<file path="src/hw/rtl/sharp3_pkg.sv">
// ============================================================================
// sharp3_pkg
// Shared types and constants for the 3x3 sharpening filter.
// ============================================================================
package sharp3_pkg;

    localparam int PIX_W        = 8;
    localparam int COORD_W      = 7;
    localparam int SUM_W        = 13;
    localparam int CFG_W        = 8;
    localparam int CFG_IDX_W    = 1;
    localparam int COLSUM_W     = 10;
    localparam int SHARP3_MAX_WIDTH = 128;
    localparam int MAX_HEIGHT   = 128;
    localparam int MIN_DIM      = 3;
    localparam int DIM_RESET    = 128;

    typedef logic [PIX_W-1:0] t_pix;

    // configuration register indexes
    typedef enum logic [CFG_IDX_W-1:0] {
        CFG_LINE_WIDTH   = 1'b0,
        CFG_FRAME_HEIGHT = 1'b1
    } t_cfg_idx;

    // per-beat control carried down the pipe
    typedef struct packed {
        logic               prod;       // beat yields a result
        logic [COORD_W-1:0] row;
        logic [COORD_W-1:0] col;
        logic               frame_end;
    } t_info;

endpackage

</file>
<file path="src/hw/rtl/sharp3_line_buf.sv">
// ============================================================================
// sharp3_line_buf
// Two-row line store, one word per column holding {older row, newer row}.
// ============================================================================
module sharp3_line_buf #(
    parameter int DEPTH = sharp3_pkg::SHARP3_MAX_WIDTH,
    parameter int AW    = $clog2(DEPTH)
) (
    input  logic                         i_clk,
    input  logic                         i_rd_en,
    input  logic [AW-1:0]                i_rd_addr,
    input  logic                         i_wr_en,
    input  logic [AW-1:0]                i_wr_addr,
    input  logic [2*sharp3_pkg::PIX_W-1:0] i_wr_data,
    output logic [2*sharp3_pkg::PIX_W-1:0] o_rd_data
);
    import sharp3_pkg::*;

    logic [2*PIX_W-1:0] r_mem [DEPTH];
    logic [2*PIX_W-1:0] r_rd_data;

    always_ff @(posedge i_clk) begin
        if (i_wr_en) begin
            r_mem[i_wr_addr] <= i_wr_data;
        end
    end

    always_ff @(posedge i_clk) begin
        if (i_rd_en) begin
            r_rd_data <= r_mem[i_rd_addr];
        end
    end

    assign o_rd_data = r_rd_data;

endmodule

</file>
<file path="src/hw/rtl/sharp3_win_cell.sv">
// ============================================================================
// sharp3_win_cell
// One column of the 3x3 window; shifts toward its left neighbor on i_shift.
// ============================================================================
module sharp3_win_cell (
    input  logic                          i_clk,
    input  logic                          i_rst_n,
    input  logic                          i_shift,
    input  sharp3_pkg::t_pix              i_top,
    input  sharp3_pkg::t_pix              i_mid,
    input  sharp3_pkg::t_pix              i_bot,
    output sharp3_pkg::t_pix              o_top,
    output sharp3_pkg::t_pix              o_mid,
    output sharp3_pkg::t_pix              o_bot,
    output logic [sharp3_pkg::COLSUM_W-1:0] o_col_sum
);
    import sharp3_pkg::*;

    t_pix r_top;
    t_pix r_mid;
    t_pix r_bot;

    always_ff @(posedge i_clk) begin
        if (!i_rst_n) begin
            r_top <= '0;
            r_mid <= '0;
            r_bot <= '0;
        end else if (i_shift) begin
            r_top <= i_top;
            r_mid <= i_mid;
            r_bot <= i_bot;
        end
    end

    assign o_top     = r_top;
    assign o_mid     = r_mid;
    assign o_bot     = r_bot;
    assign o_col_sum = COLSUM_W'(r_top) + COLSUM_W'(r_mid) + COLSUM_W'(r_bot);

endmodule

</file>
<file path="src/hw/rtl/sharpen_3x3_convolution.sv">
// ============================================================================
// sharpen_3x3_convolution
// 3x3 sharpen filter (9*center - 8 neighbors) on an 8-bit raster stream.
// ============================================================================
//
//  channel | handshake             | payload
//  --------+-----------------------+--------------------------------------------
//  in      | i_valid / o_stall     | i_pixel, i_frame_start
//  out     | o_valid / i_stall     | o_sharpened, o_out_row, o_out_col, o_frame_end
//  cfg     | i_cfg_we              | i_cfg_idx, i_cfg_wdata
//
//  One pixel beat per clock sustained while no stall holds the pipe.
//  The line store read (registered, one port each for read and write) sets the
//  first stage; the window chain and the output register follow.
//  Reset clears counters, valid bits, window and config (128 x 128); the line
//  store is not cleared and needs no sweep.
//  i_stall holds the output register; earlier stages keep filling until full,
//  then o_stall rises.
//
module sharpen_3x3_convolution #(
    parameter int MAX_WIDTH = sharp3_pkg::SHARP3_MAX_WIDTH
) (
    input  logic                              i_clk,
    input  logic                              i_rst_n,
    // pixel input
    input  logic                              i_valid,
    output logic                              o_stall,
    input  logic [sharp3_pkg::PIX_W-1:0]      i_pixel,
    input  logic                              i_frame_start,
    // result output
    output logic                              o_valid,
    input  logic                              i_stall,
    output logic signed [sharp3_pkg::SUM_W-1:0] o_sharpened,
    output logic [sharp3_pkg::COORD_W-1:0]    o_out_row,
    output logic [sharp3_pkg::COORD_W-1:0]    o_out_col,
    output logic                              o_frame_end,
    // configuration
    input  logic                              i_cfg_we,
    input  logic [sharp3_pkg::CFG_IDX_W-1:0]  i_cfg_idx,
    input  logic [sharp3_pkg::CFG_W-1:0]      i_cfg_wdata
);
    import sharp3_pkg::*;

    localparam int AW   = $clog2(MAX_WIDTH);
    localparam int CW1  = $clog2(MAX_WIDTH + 1);
    localparam int WW   = (CW1 > CFG_W) ? CW1 : CFG_W;   // column math width
    localparam int RW   = COORD_W + 1;                     // row math width

    // ---------------- configuration ----------------
    logic [CFG_W-1:0] r_line_width;
    logic [CFG_W-1:0] r_frame_height;

    always_ff @(posedge i_clk) begin
        if (!i_rst_n) begin
            r_line_width   <= CFG_W'(DIM_RESET);
            r_frame_height <= CFG_W'(DIM_RESET);
        end else if (i_cfg_we) begin
            case (i_cfg_idx)
                CFG_LINE_WIDTH:   r_line_width   <= i_cfg_wdata;
                CFG_FRAME_HEIGHT: r_frame_height <= i_cfg_wdata;
                default: begin
                end
            endcase
        end
    end

    // ---------------- stage handshakes ----------------
    logic   r_s1_valid;
    logic   r_s2_valid;
    logic   r_o_valid;
    t_info  r_s1_info;
    t_info  r_s2_info;
    logic   out_free;
    logic   s2_move;
    logic   s2_free;
    logic   s1_move;
    logic   s1_free;
    logic   accept;

    assign out_free = !r_o_valid || !i_stall;
    assign s2_move  = r_s2_valid && (!r_s2_info.prod || out_free);
    assign s2_free  = !r_s2_valid || s2_move;
    assign s1_move  = r_s1_valid && s2_free;
    assign s1_free  = !r_s1_valid || s1_move;
    assign accept   = i_valid && s1_free;
    assign o_stall  = !s1_free;

    // ---------------- raster counters ----------------
    logic [COORD_W-1:0] r_row;
    logic [AW-1:0]      r_col;
    logic [WW-1:0]      w_lim;
    logic [RW-1:0]      h_lim;
    logic [WW-1:0]      cur_col;
    logic [RW-1:0]      cur_row;
    logic [WW-1:0]      nxt_col;
    logic [RW-1:0]      nxt_row;
    t_info              s0_info;

    always_comb begin
        logic [WW-1:0] lw;
        logic [RW-1:0] fh;
        lw = WW'(r_line_width);
        fh = RW'(r_frame_height);
        // out-of-range settings saturate
        if (lw < WW'(MIN_DIM))          w_lim = WW'(MIN_DIM);
        else if (lw > WW'(MAX_WIDTH))   w_lim = WW'(MAX_WIDTH);
        else                            w_lim = lw;
        if (fh < RW'(MIN_DIM))          h_lim = RW'(MIN_DIM);
        else if (fh > RW'(MAX_HEIGHT))  h_lim = RW'(MAX_HEIGHT);
        else                            h_lim = fh;

        // position of this beat; wrap first in case a limit shrank
        cur_col = i_frame_start ? '0 : WW'(r_col);
        cur_row = i_frame_start ? '0 : RW'(r_row);
        if (cur_col >= w_lim) begin
            cur_col = '0;
            cur_row = cur_row + RW'(1);
        end
        if (cur_row >= h_lim) begin
            cur_row = '0;
        end

        nxt_col = cur_col + WW'(1);
        nxt_row = cur_row;
        if (nxt_col >= w_lim) begin
            nxt_col = '0;
            nxt_row = cur_row + RW'(1);
            if (nxt_row >= h_lim) begin
                nxt_row = '0;
            end
        end

        s0_info.prod      = (cur_row >= RW'(2)) && (cur_col >= WW'(2));
        s0_info.row       = COORD_W'(cur_row - RW'(1));
        s0_info.col       = COORD_W'(cur_col - WW'(1));
        s0_info.frame_end = (cur_row == h_lim - RW'(1)) && (cur_col == w_lim - WW'(1));
    end

    always_ff @(posedge i_clk) begin
        if (!i_rst_n) begin
            r_row <= '0;
            r_col <= '0;
        end else if (accept) begin
            r_row <= nxt_row[COORD_W-1:0];
            r_col <= nxt_col[AW-1:0];
        end
    end

    // ---------------- stage 1: line store read ----------------
    logic [AW-1:0]       rd_addr;
    logic [AW-1:0]       r_s1_addr;
    t_pix                r_s1_px;
    logic [2*PIX_W-1:0]  lb_rd_data;
    logic [2*PIX_W-1:0]  s1_lines;      // {older row, newer row} at this column
    logic [2*PIX_W-1:0]  lb_wr_data;
    logic                r_fwd;
    logic [2*PIX_W-1:0]  r_fwd_data;

    assign rd_addr    = cur_col[AW-1:0];
    // a column re-read right behind its own write (frame restart) takes the
    // write data instead of the stale memory word
    assign s1_lines   = r_fwd ? r_fwd_data : lb_rd_data;
    assign lb_wr_data = {s1_lines[PIX_W-1:0], r_s1_px};

    sharp3_line_buf #(
        .DEPTH (MAX_WIDTH),
        .AW    (AW)
    ) u_line_buf (
        .i_clk     (i_clk),
        .i_rd_en   (accept),
        .i_rd_addr (rd_addr),
        .i_wr_en   (s1_move),
        .i_wr_addr (r_s1_addr),
        .i_wr_data (lb_wr_data),
        .o_rd_data (lb_rd_data)
    );

    always_ff @(posedge i_clk) begin
        if (!i_rst_n) begin
            r_s1_valid <= 1'b0;
        end else if (accept) begin
            r_s1_valid <= 1'b1;
        end else if (s1_move) begin
            r_s1_valid <= 1'b0;
        end
    end

    always_ff @(posedge i_clk) begin
        if (accept) begin
            r_s1_addr  <= rd_addr;
            r_s1_px    <= i_pixel;
            r_s1_info  <= s0_info;
            r_fwd      <= s1_move && (r_s1_addr == rd_addr);
            r_fwd_data <= lb_wr_data;
        end
    end

    // ---------------- stage 2: window chain ----------------
    t_pix                cell_top [3];
    t_pix                cell_mid [3];
    t_pix                cell_bot [3];
    logic [COLSUM_W-1:0] cell_sum [3];

    // rightmost cell takes the new column; each cell feeds its left neighbor
    sharp3_win_cell u_cell_right (
        .i_clk     (i_clk),
        .i_rst_n   (i_rst_n),
        .i_shift   (s1_move),
        .i_top     (s1_lines[2*PIX_W-1:PIX_W]),
        .i_mid     (s1_lines[PIX_W-1:0]),
        .i_bot     (r_s1_px),
        .o_top     (cell_top[2]),
        .o_mid     (cell_mid[2]),
        .o_bot     (cell_bot[2]),
        .o_col_sum (cell_sum[2])
    );

    for (genvar g = 0; g < 2; g++) begin : g_cell
        sharp3_win_cell u_cell (
            .i_clk     (i_clk),
            .i_rst_n   (i_rst_n),
            .i_shift   (s1_move),
            .i_top     (cell_top[g+1]),
            .i_mid     (cell_mid[g+1]),
            .i_bot     (cell_bot[g+1]),
            .o_top     (cell_top[g]),
            .o_mid     (cell_mid[g]),
            .o_bot     (cell_bot[g]),
            .o_col_sum (cell_sum[g])
        );
    end

    always_ff @(posedge i_clk) begin
        if (!i_rst_n) begin
            r_s2_valid <= 1'b0;
        end else if (s1_move) begin
            r_s2_valid <= 1'b1;
        end else if (s2_move) begin
            r_s2_valid <= 1'b0;
        end
    end

    always_ff @(posedge i_clk) begin
        if (s1_move) begin
            r_s2_info <= r_s1_info;
        end
    end

    // ---------------- output: 10*center - sum of all nine ----------------
    logic signed [SUM_W-1:0] n_sharp;
    logic signed [SUM_W-1:0] r_sharp;
    t_info                   r_o_info;

    always_comb begin
        logic [SUM_W-2:0] ctr10;
        logic [SUM_W-2:0] total;
        ctr10 = ((SUM_W-1)'(cell_mid[1]) << 3) + ((SUM_W-1)'(cell_mid[1]) << 1);
        total = (SUM_W-1)'(cell_sum[0]) + (SUM_W-1)'(cell_sum[1])
              + (SUM_W-1)'(cell_sum[2]);
        n_sharp = $signed({1'b0, ctr10}) - $signed({1'b0, total});
    end

    always_ff @(posedge i_clk) begin
        if (!i_rst_n) begin
            r_o_valid <= 1'b0;
        end else if (out_free) begin
            r_o_valid <= s2_move && r_s2_info.prod;
        end
    end

    always_ff @(posedge i_clk) begin
        if (out_free && s2_move && r_s2_info.prod) begin
            r_sharp  <= n_sharp;
            r_o_info <= r_s2_info;
        end
    end

    assign o_valid     = r_o_valid;
    assign o_sharpened = r_sharp;
    assign o_out_row   = r_o_info.row;
    assign o_out_col   = r_o_info.col;
    assign o_frame_end = r_o_info.frame_end;

endmodule

</file>
<file path="config.mk">
export PLATFORM = sky130hd
export DESIGN_NAME = sharpen_3x3_convolution
export DESIGN_NICKNAME = d
export VERILOG_FILES = /design/src/hw/rtl/sharp3_pkg.sv /design/src/hw/rtl/sharp3_line_buf.sv /design/src/hw/rtl/sharp3_win_cell.sv /design/src/hw/rtl/sharpen_3x3_convolution.sv
export SDC_FILE = /design/constraint.sdc
export NUM_CORES = 2
export LEC_CHECK = 0
export BUFFER_PORTS_ARGS = -buffer_cell sky130_fd_sc_hd__buf_2
export CORE_MARGIN = 2
export CORE_UTILIZATION = 40
export CTS_CLUSTER_SIZE = 12
export DETAILED_ROUTE_END_ITERATION = 6
export GPL_TIMING_DRIVEN = 0
export MAX_ROUTING_LAYER = met4
export SLEW_MARGIN = 15
export SYNTH_ARGS = -nofsm -noshare
export SYNTH_HDL_FRONTEND = slang
export SYNTH_HIERARCHICAL = 1
export SYNTH_SLANG_ARGS = --single-unit
</file>
<file path="constraint.sdc">
create_clock -name i_clk -period 6 [get_ports i_clk]
set_clock_uncertainty 0.2 [all_clocks]
set_input_delay 0.3 -clock i_clk [delete_from_list [all_inputs] [get_ports i_clk]]
set_output_delay 0.3 -clock i_clk [all_outputs]
set_load 0.01 [all_outputs]
</file>
; ---- After elaboration in Yosys (flattened, before gate mapping)
; Memory sizes are Yosys's and may differ from the RTL's. A register that Yosys moved wholly into a read port is not among the register bits.
; Cells that the tools add are included.
[classes]
addsub = 17
mul = 0
div_mod_pow = 0
order_cmp = 10
eq_ne = 3
shift = 0
mux = 19
bitwise_logic = 1
n_reduce_logical = 23
[ops]
columns = cell, n
row1 = two-way mux 8 bit, 6
row2 = two-way mux 7 bit, 6
row3 = adder 10 x 8 -> 10 bit, 3
row4 = adder 8 x 8 -> 9 bit, 3
row5 = greater-or-equal comparator 8 bit, 3
row6 = "adder 7 x 1 -> 8 bit, second input constant", 2
row7 = == test 8 bit, 2
row8 = "greater-or-equal comparator 8 x 2 -> 1 bit, second input constant", 2
row9 = "> comparator 8 bit, second input constant", 2
row10 = "less-than comparator 8 x 2 -> 1 bit, second input constant", 2
row11 = two-way mux 16 bit, 1
row12 = "subtractor 8 x 1 -> 8 bit, second input constant", 2
row13 = "subtractor 7 x 1 -> 7 bit, second input constant", 2
row14 = subtractor 12 x 12 -> 13 bit, 1
row15 = adder 11 x 10 -> 12 bit, 1
row16 = adder 11 x 9 -> 12 bit, 1
row17 = adder 10 x 10 -> 11 bit, 1
row18 = logical AND 1 bit, 9
row19 = "adder 8 x 1 -> 8 bit, second input constant", 1
row20 = greater-or-equal comparator 7 x 8 -> 1 bit, 1
row21 = == test 7 bit, 1
row22 = logical NOT 1 bit, 6
row23 = two-way mux 1 bit, 6
row24 = logical OR 1 bit, 4
row25 = other kinds (3), 5
[totals]
ff_bits = 197
latchBits = 0
ram_bits = 2048
mem_bits_ro = 0
input_bits = 23
out_inout_bits = 30
wordCells = 106
n_memories = 1
[memory_table]
columns = name, words, width, rd, rd_ports_with_merged_regs, write_ports, line
row1 = u_line_buf.r_mem, 128, 16, 1, 1, 1, sharp3_line_buf.sv:19  ; logic [2*PIX_W-1:0] r_mem [DEPTH];

; ---- Depth between registers and ports, before layout
[depth]
depth_word = 11
depth_mapped = 31
depth_no_buf = 31

; ---- Cells and area by module
; Netlist, hierarchy kept.
[by_module_without_submodules]
columns = module, instances, cells_each, area_each_um2, seq_area_each_um2
row1 = sharp3_line_buf, 1, 3086, 78683.0, 61979.4
row2 = sharpen_3x3_convolution, 1, 715, 7845.0, 3423.3
row3 = sharp3_win_cell, 3, 127, 1365.1, 480.5

; ---- Least setup slack after synthesis
; OpenSTA, ideal clock, no wires.
[synth_timing]
path_type = flip-flop to flip-flop
startpoint = reg r_line_width[2]
endpoint = reg r_row[6]
setup_ps = 57
arrival_ps = 6028
required_time_ps = 5743
setup_slack_ps = -285
stages_incl_launch_ff = 32
n_path_buf = 1
synth_period_minus_slack_ps = 6285
path_cell_list = dfxtp_1 -> or3_1 -> nor3_1 -> nor2_1 -> nor2_1 -> ha_1 -> nor2b_1 -> o211ai_2 -> a31oi_4 -> o21a_4 -> nor2_4 -> xor2_1 -> and2_1 -> ha_1 -> o21a_1 -> or2_2 -> nand2_1 -> and2_1 -> buf_4 -> ha_1 -> nand4_1 -> nor2_1 -> xnor2_1 -> ha_1 -> a2111oi_0 -> nor2b_1 -> o21ai_0 -> o211ai_1 -> and3_1 -> nand2_1 -> and3b_1 -> or3_1
[synth_between]
elab_chain_cells = 11
word_cells_on_any_way = 15
classes_between = add/sub (2) / order compare (6) / mux (7)
[synth_lines]
columns = item, line
row1 = from (decl), sharpen_3x3_convolution.sv:50  ; logic [CFG_W-1:0] r_line_width;
row2 = from (signal assigned), sharpen_3x3_convolution.sv:55  ; r_line_width <= CFG_W'(DIM_RESET);
row3 = from (signal assigned), sharpen_3x3_convolution.sv:59  ; CFG_LINE_WIDTH: r_line_width <= i_cfg_wdata;
row4 = > comparator 8 bit, sharpen_3x3_convolution.sv:106  ; else if (lw > WW'(MAX_WIDTH)) w_lim = WW'(MAX_WIDTH);
row5 = two-way mux 8 bit, sharpen_3x3_convolution.sv:106
row6 = two-way mux 8 bit *, sharpen_3x3_convolution.sv:105  ; if (lw < WW'(MIN_DIM)) w_lim = WW'(MIN_DIM);
row7 = greater-or-equal comparator 7 x 8 -> 1 bit, sharpen_3x3_convolution.sv:115  ; if (cur_col >= w_lim) begin
row8 = two-way mux 8 bit, sharpen_3x3_convolution.sv:115
row9 = greater-or-equal comparator 8 bit, sharpen_3x3_convolution.sv:119  ; if (cur_row >= h_lim) begin
row10 = two-way mux 8 bit, sharpen_3x3_convolution.sv:119
row11 = adder 8 x 1 -> 8 bit, sharpen_3x3_convolution.sv:127  ; nxt_row = cur_row + RW'(1);
row12 = greater-or-equal comparator 8 bit, sharpen_3x3_convolution.sv:128  ; if (nxt_row >= h_lim) begin
row13 = two-way mux 7 bit, sharpen_3x3_convolution.sv:128
row14 = two-way mux 7 bit *, sharpen_3x3_convolution.sv:125  ; if (nxt_col >= w_lim) begin
row15 = to (signal assigned), sharpen_3x3_convolution.sv:144  ; r_row <= nxt_row[COORD_W-1:0];
row16 = to (decl), sharpen_3x3_convolution.sv:89  ; logic [COORD_W-1:0] r_row;
; Mark *: on every way between the ends. The rest lies on a longest branch, timed or not.
; A chain may end at the register's enable or synchronous reset.

; ---- Final worst setup path
; Same ends and word-level chain as after synthesis.

==> out/metrics.yaml <==
place:
  dpl_cell_area_sq_um: 98300
  place_ws_ps: -1450
  hpwl_um: 159000
  place_congestion: 0.898
  numPortBuffers: 52
final_layout:
  design_area_sq_um: 107000
  layout-drive-gt1-share_pct: 33.9
  layout.nets: 4880
  area.growth.synth_to_final_pct: 17.7
yosys:
  synth-seq-cells: 2261
  synth_top_area_share_pct: 71.4
  postSynthCellCount: 4182
  synth_edf_count: 2156
  yosys-top-cells-area: "edfxtp_1, mux4_2, dfxtp_1, fa_1, ha_1"
  synth_commonest_cells: "edfxtp_1, mux4_2, nor2_1, dfxtp_1, clkbuf_1"
  yosysSeqAreaShare_pct: 73.8
  async_flop_share_pct: 0
  syn_area_per_cell_sq_um: 21.7
  yosysWarnings: 6
  synth_nets: 4332
  synth.distinct_cells: 82
  synth_most_common_cell: "edfxtp_1"
  ys.flop_type: "edfxtp_1"
  netlist_area_sq_um: 90600
  yosys.area.top_type: "edfxtp_1"
setup_path:
  crit_type: "reg -> reg"
  critPathRequiredTime_ps: 6560
  cp-end-kind: "register"
  r2r_cells: 31
  crit_fanout: 5
  slowest_delay_ps: 410
  cp-start-kind: "register"
  reg2reg_to: "r_row[6]"
  r2r_slack_ps: -440
  worstPathArrival_ps: 7000
  rr_startpoint: "r_line_width[2]"
  critPathSlowestCell: "nor4_4"
detailed_routing:
  finalWirelength_um: 227000
  firstDrtPassIters: 6
  vias_per_cell: 5.65
  first_iter_violations: 5069
  ant_nets: 0
  drcViolationCount: 0
  vias: 44500
  drt-wirelength-per-cell_um: 28.8
die:
  boundaryPins: 53
  start_util_pct: 40.3
  rows: 174
  die_area_sq_um: 230000
  coreArea_sq_um: 225000
  die_w_um: 480
  dieHeight_um: 480
power_and_ir_drop:
  leakage_nw: 33.2
  power.density_nw_per_um2: 306
  ir_drop_mv: 0.247
clocking:
  cts_buffer_depth: 3
  clk-insertion-delay-late_ps: 870
  clkSinkCount: 2261
  tritoncts: "done"
  ctsRootBufferMaster: "clkbuf_16"
  htree_levels: 4
  clk_pin_slew_ps: 60
  cts_buffers: 230
status:
  violations: "negative setup slack"
  status: "complete, but fails checks"
worst_hold_path:
  min_path_type: "in -> reg"
  hold_path_depth: 4
  holdPathEnd: "r_frame_height[5]"
  min_from: "i_cfg_wdata[5]"
global_routing:
  grt_pass1_vias: 44300
  grt_pass1_wl_um: 325000
  grt_overflow: 0
  antenna_found_initial: 17
  grt_usage_pct: 20.3
  grt_max_degree: 131
sta:
  finalHoldViolCount: 0
  slew_headroom_pct: 30.7
  fmax_mhz: 155
  final-max-slew-violation-count: 0
  hold_ws_ps: 79.8
  setup_violations: 11
  period_share_pct: 107
  min_period_ps: 6440
  worst_slew_pin_slew_ps: 1040
  fin_setup_tns_ps: -2490
  finalWorstSetupSlack_ps: -443
  rsz0062_at_grt: "true"
job:
  maxCapViolations: 0
worst max-delay path by stage:
stage | slack, ps | depth (start not counted) | end | from
4_1_cts | -410 | 29 | r_row[6] | r_line_width[3]
3_3_place_gp | -1800 | 17 | u_line_buf/o_rd_data[10] | r_line_width[2]
3_5_place_dp | -1450 | 17 | u_line_buf/o_rd_data[9] | r_line_width[2]
6_report | -440 | 31 | r_row[6] | r_line_width[2]
2_1_floorplan | 2 | 31 | r_row[6] | r_line_width[2]
5_1_grt | -620 | 30 | r_row[6] | r_line_width[2]
critical path: cells and delay by family, from the launching register on:
kind                     cells  cell delay (ps)
AND/OR/NAND/NOR             17             3330
flip-flops                   1              350
buffers and inverters        1              140
XOR/XNOR                     2              410
AO/OA/AOI/OAI                7             1170
adder cells (fa/ha/maj)      4              740
metal layers:
layer	vias up	global-route usage, %	share of wire, %
met5	-	-	0
met4	0	5.47	2.8
met2	1696	31.5	48
met1	24100	27.5	41
met3	314	3.87	7.7
li1	18500	-	-
layout make-up:
type,count,area [sq um]
fillers,18400,118000
flip-flops and latches,2261,66900
multi-input cells,1639,23400
clock buffers,297,6050
repair buffers,320,4050
well taps,2992,3740
plain buffers,198,1360
clock inverters,92,822
inverters,80,318
diodes,6,15.0
cells by family (layout without fill, tap and decap cells):
family,Yosys count,in the layout,synth area share [%]
other,0,6,0
adder cells (fa/ha/maj),127,127,2.18
multiplexers,783,783,18.0
AO/OA/AOI/OAI,199,199,1.58
XOR/XNOR,60,60,0.588
flip-flops,2261,2261,73.8
buffers and inverters,282,987,1.32
AND/OR/NAND/NOR,470,470,2.56
registers in the layout (all words and copies together), names as in the netlist, 8 cells and up:
name and count:
g_cell.u_cell/o_bot 16, g_cell.u_cell/o_mid 16, g_cell.u_cell/o_top 16, o_sharpened 13, r_frame_height 8, r_fwd_data 16
r_line_width 8, r_s1_info 16, r_s1_px 8, r_s2_info 16, u_cell_right/o_bot 8, u_cell_right/o_mid 8
u_cell_right/o_top 8, u_line_buf/o_rd_data 16, u_line_buf/r_mem 2048
cell usage in the layout, fill, tap and decap left out, drive strengths merged, types with 78 or more instances in the layout:
master | netlist | layout
mux2i | 78 | 78
nor2b | 91 | 91
clkbuf | 102 | 397
edfxtp | 2156 | 2156
buf | 100 | 371
dfxtp | 105 | 105
nand2 | 83 | 83
nor2 | 165 | 165
inv | 78 | 86
mux4 | 672 | 672
what timing repair did:
action                                  in CTS  in global routing
setup buffers                               21                 18
pin swaps                                   28                 26
resized for setup                          238                 43
hold buffers                                38                  0
endpoints found under the setup margin      29                 30
hold endpoints to repair                   150                  0
gates cloned                                 0                  0
where the power goes:
| part | leakage [nW] | internal (mW) | switching, mW |
|---|---|---|---|
| sequential | 20.3 | 17.5 | 0.0709 |
| clock | 3.33 | 7.30 | 5.90 |
| combinational | 9.61 | 0.772 | 1.09 |
| total | 33.2 | 25.6 | 7.06 |
through the flow:
stage	std cells	utilization (%)	power (mW)
2_1_floorplan	4182	-	18.9
5_1_grt	7883	47.4	33.7
4_1_cts	7863	47.3	32.9
3_3_place_gp	7226	42.0	19.5
6_report	7885	47.4	32.6
3_5_place_dp	7417	43.7	19.7
Note: power is estimated with default switching activity, not from simulation.
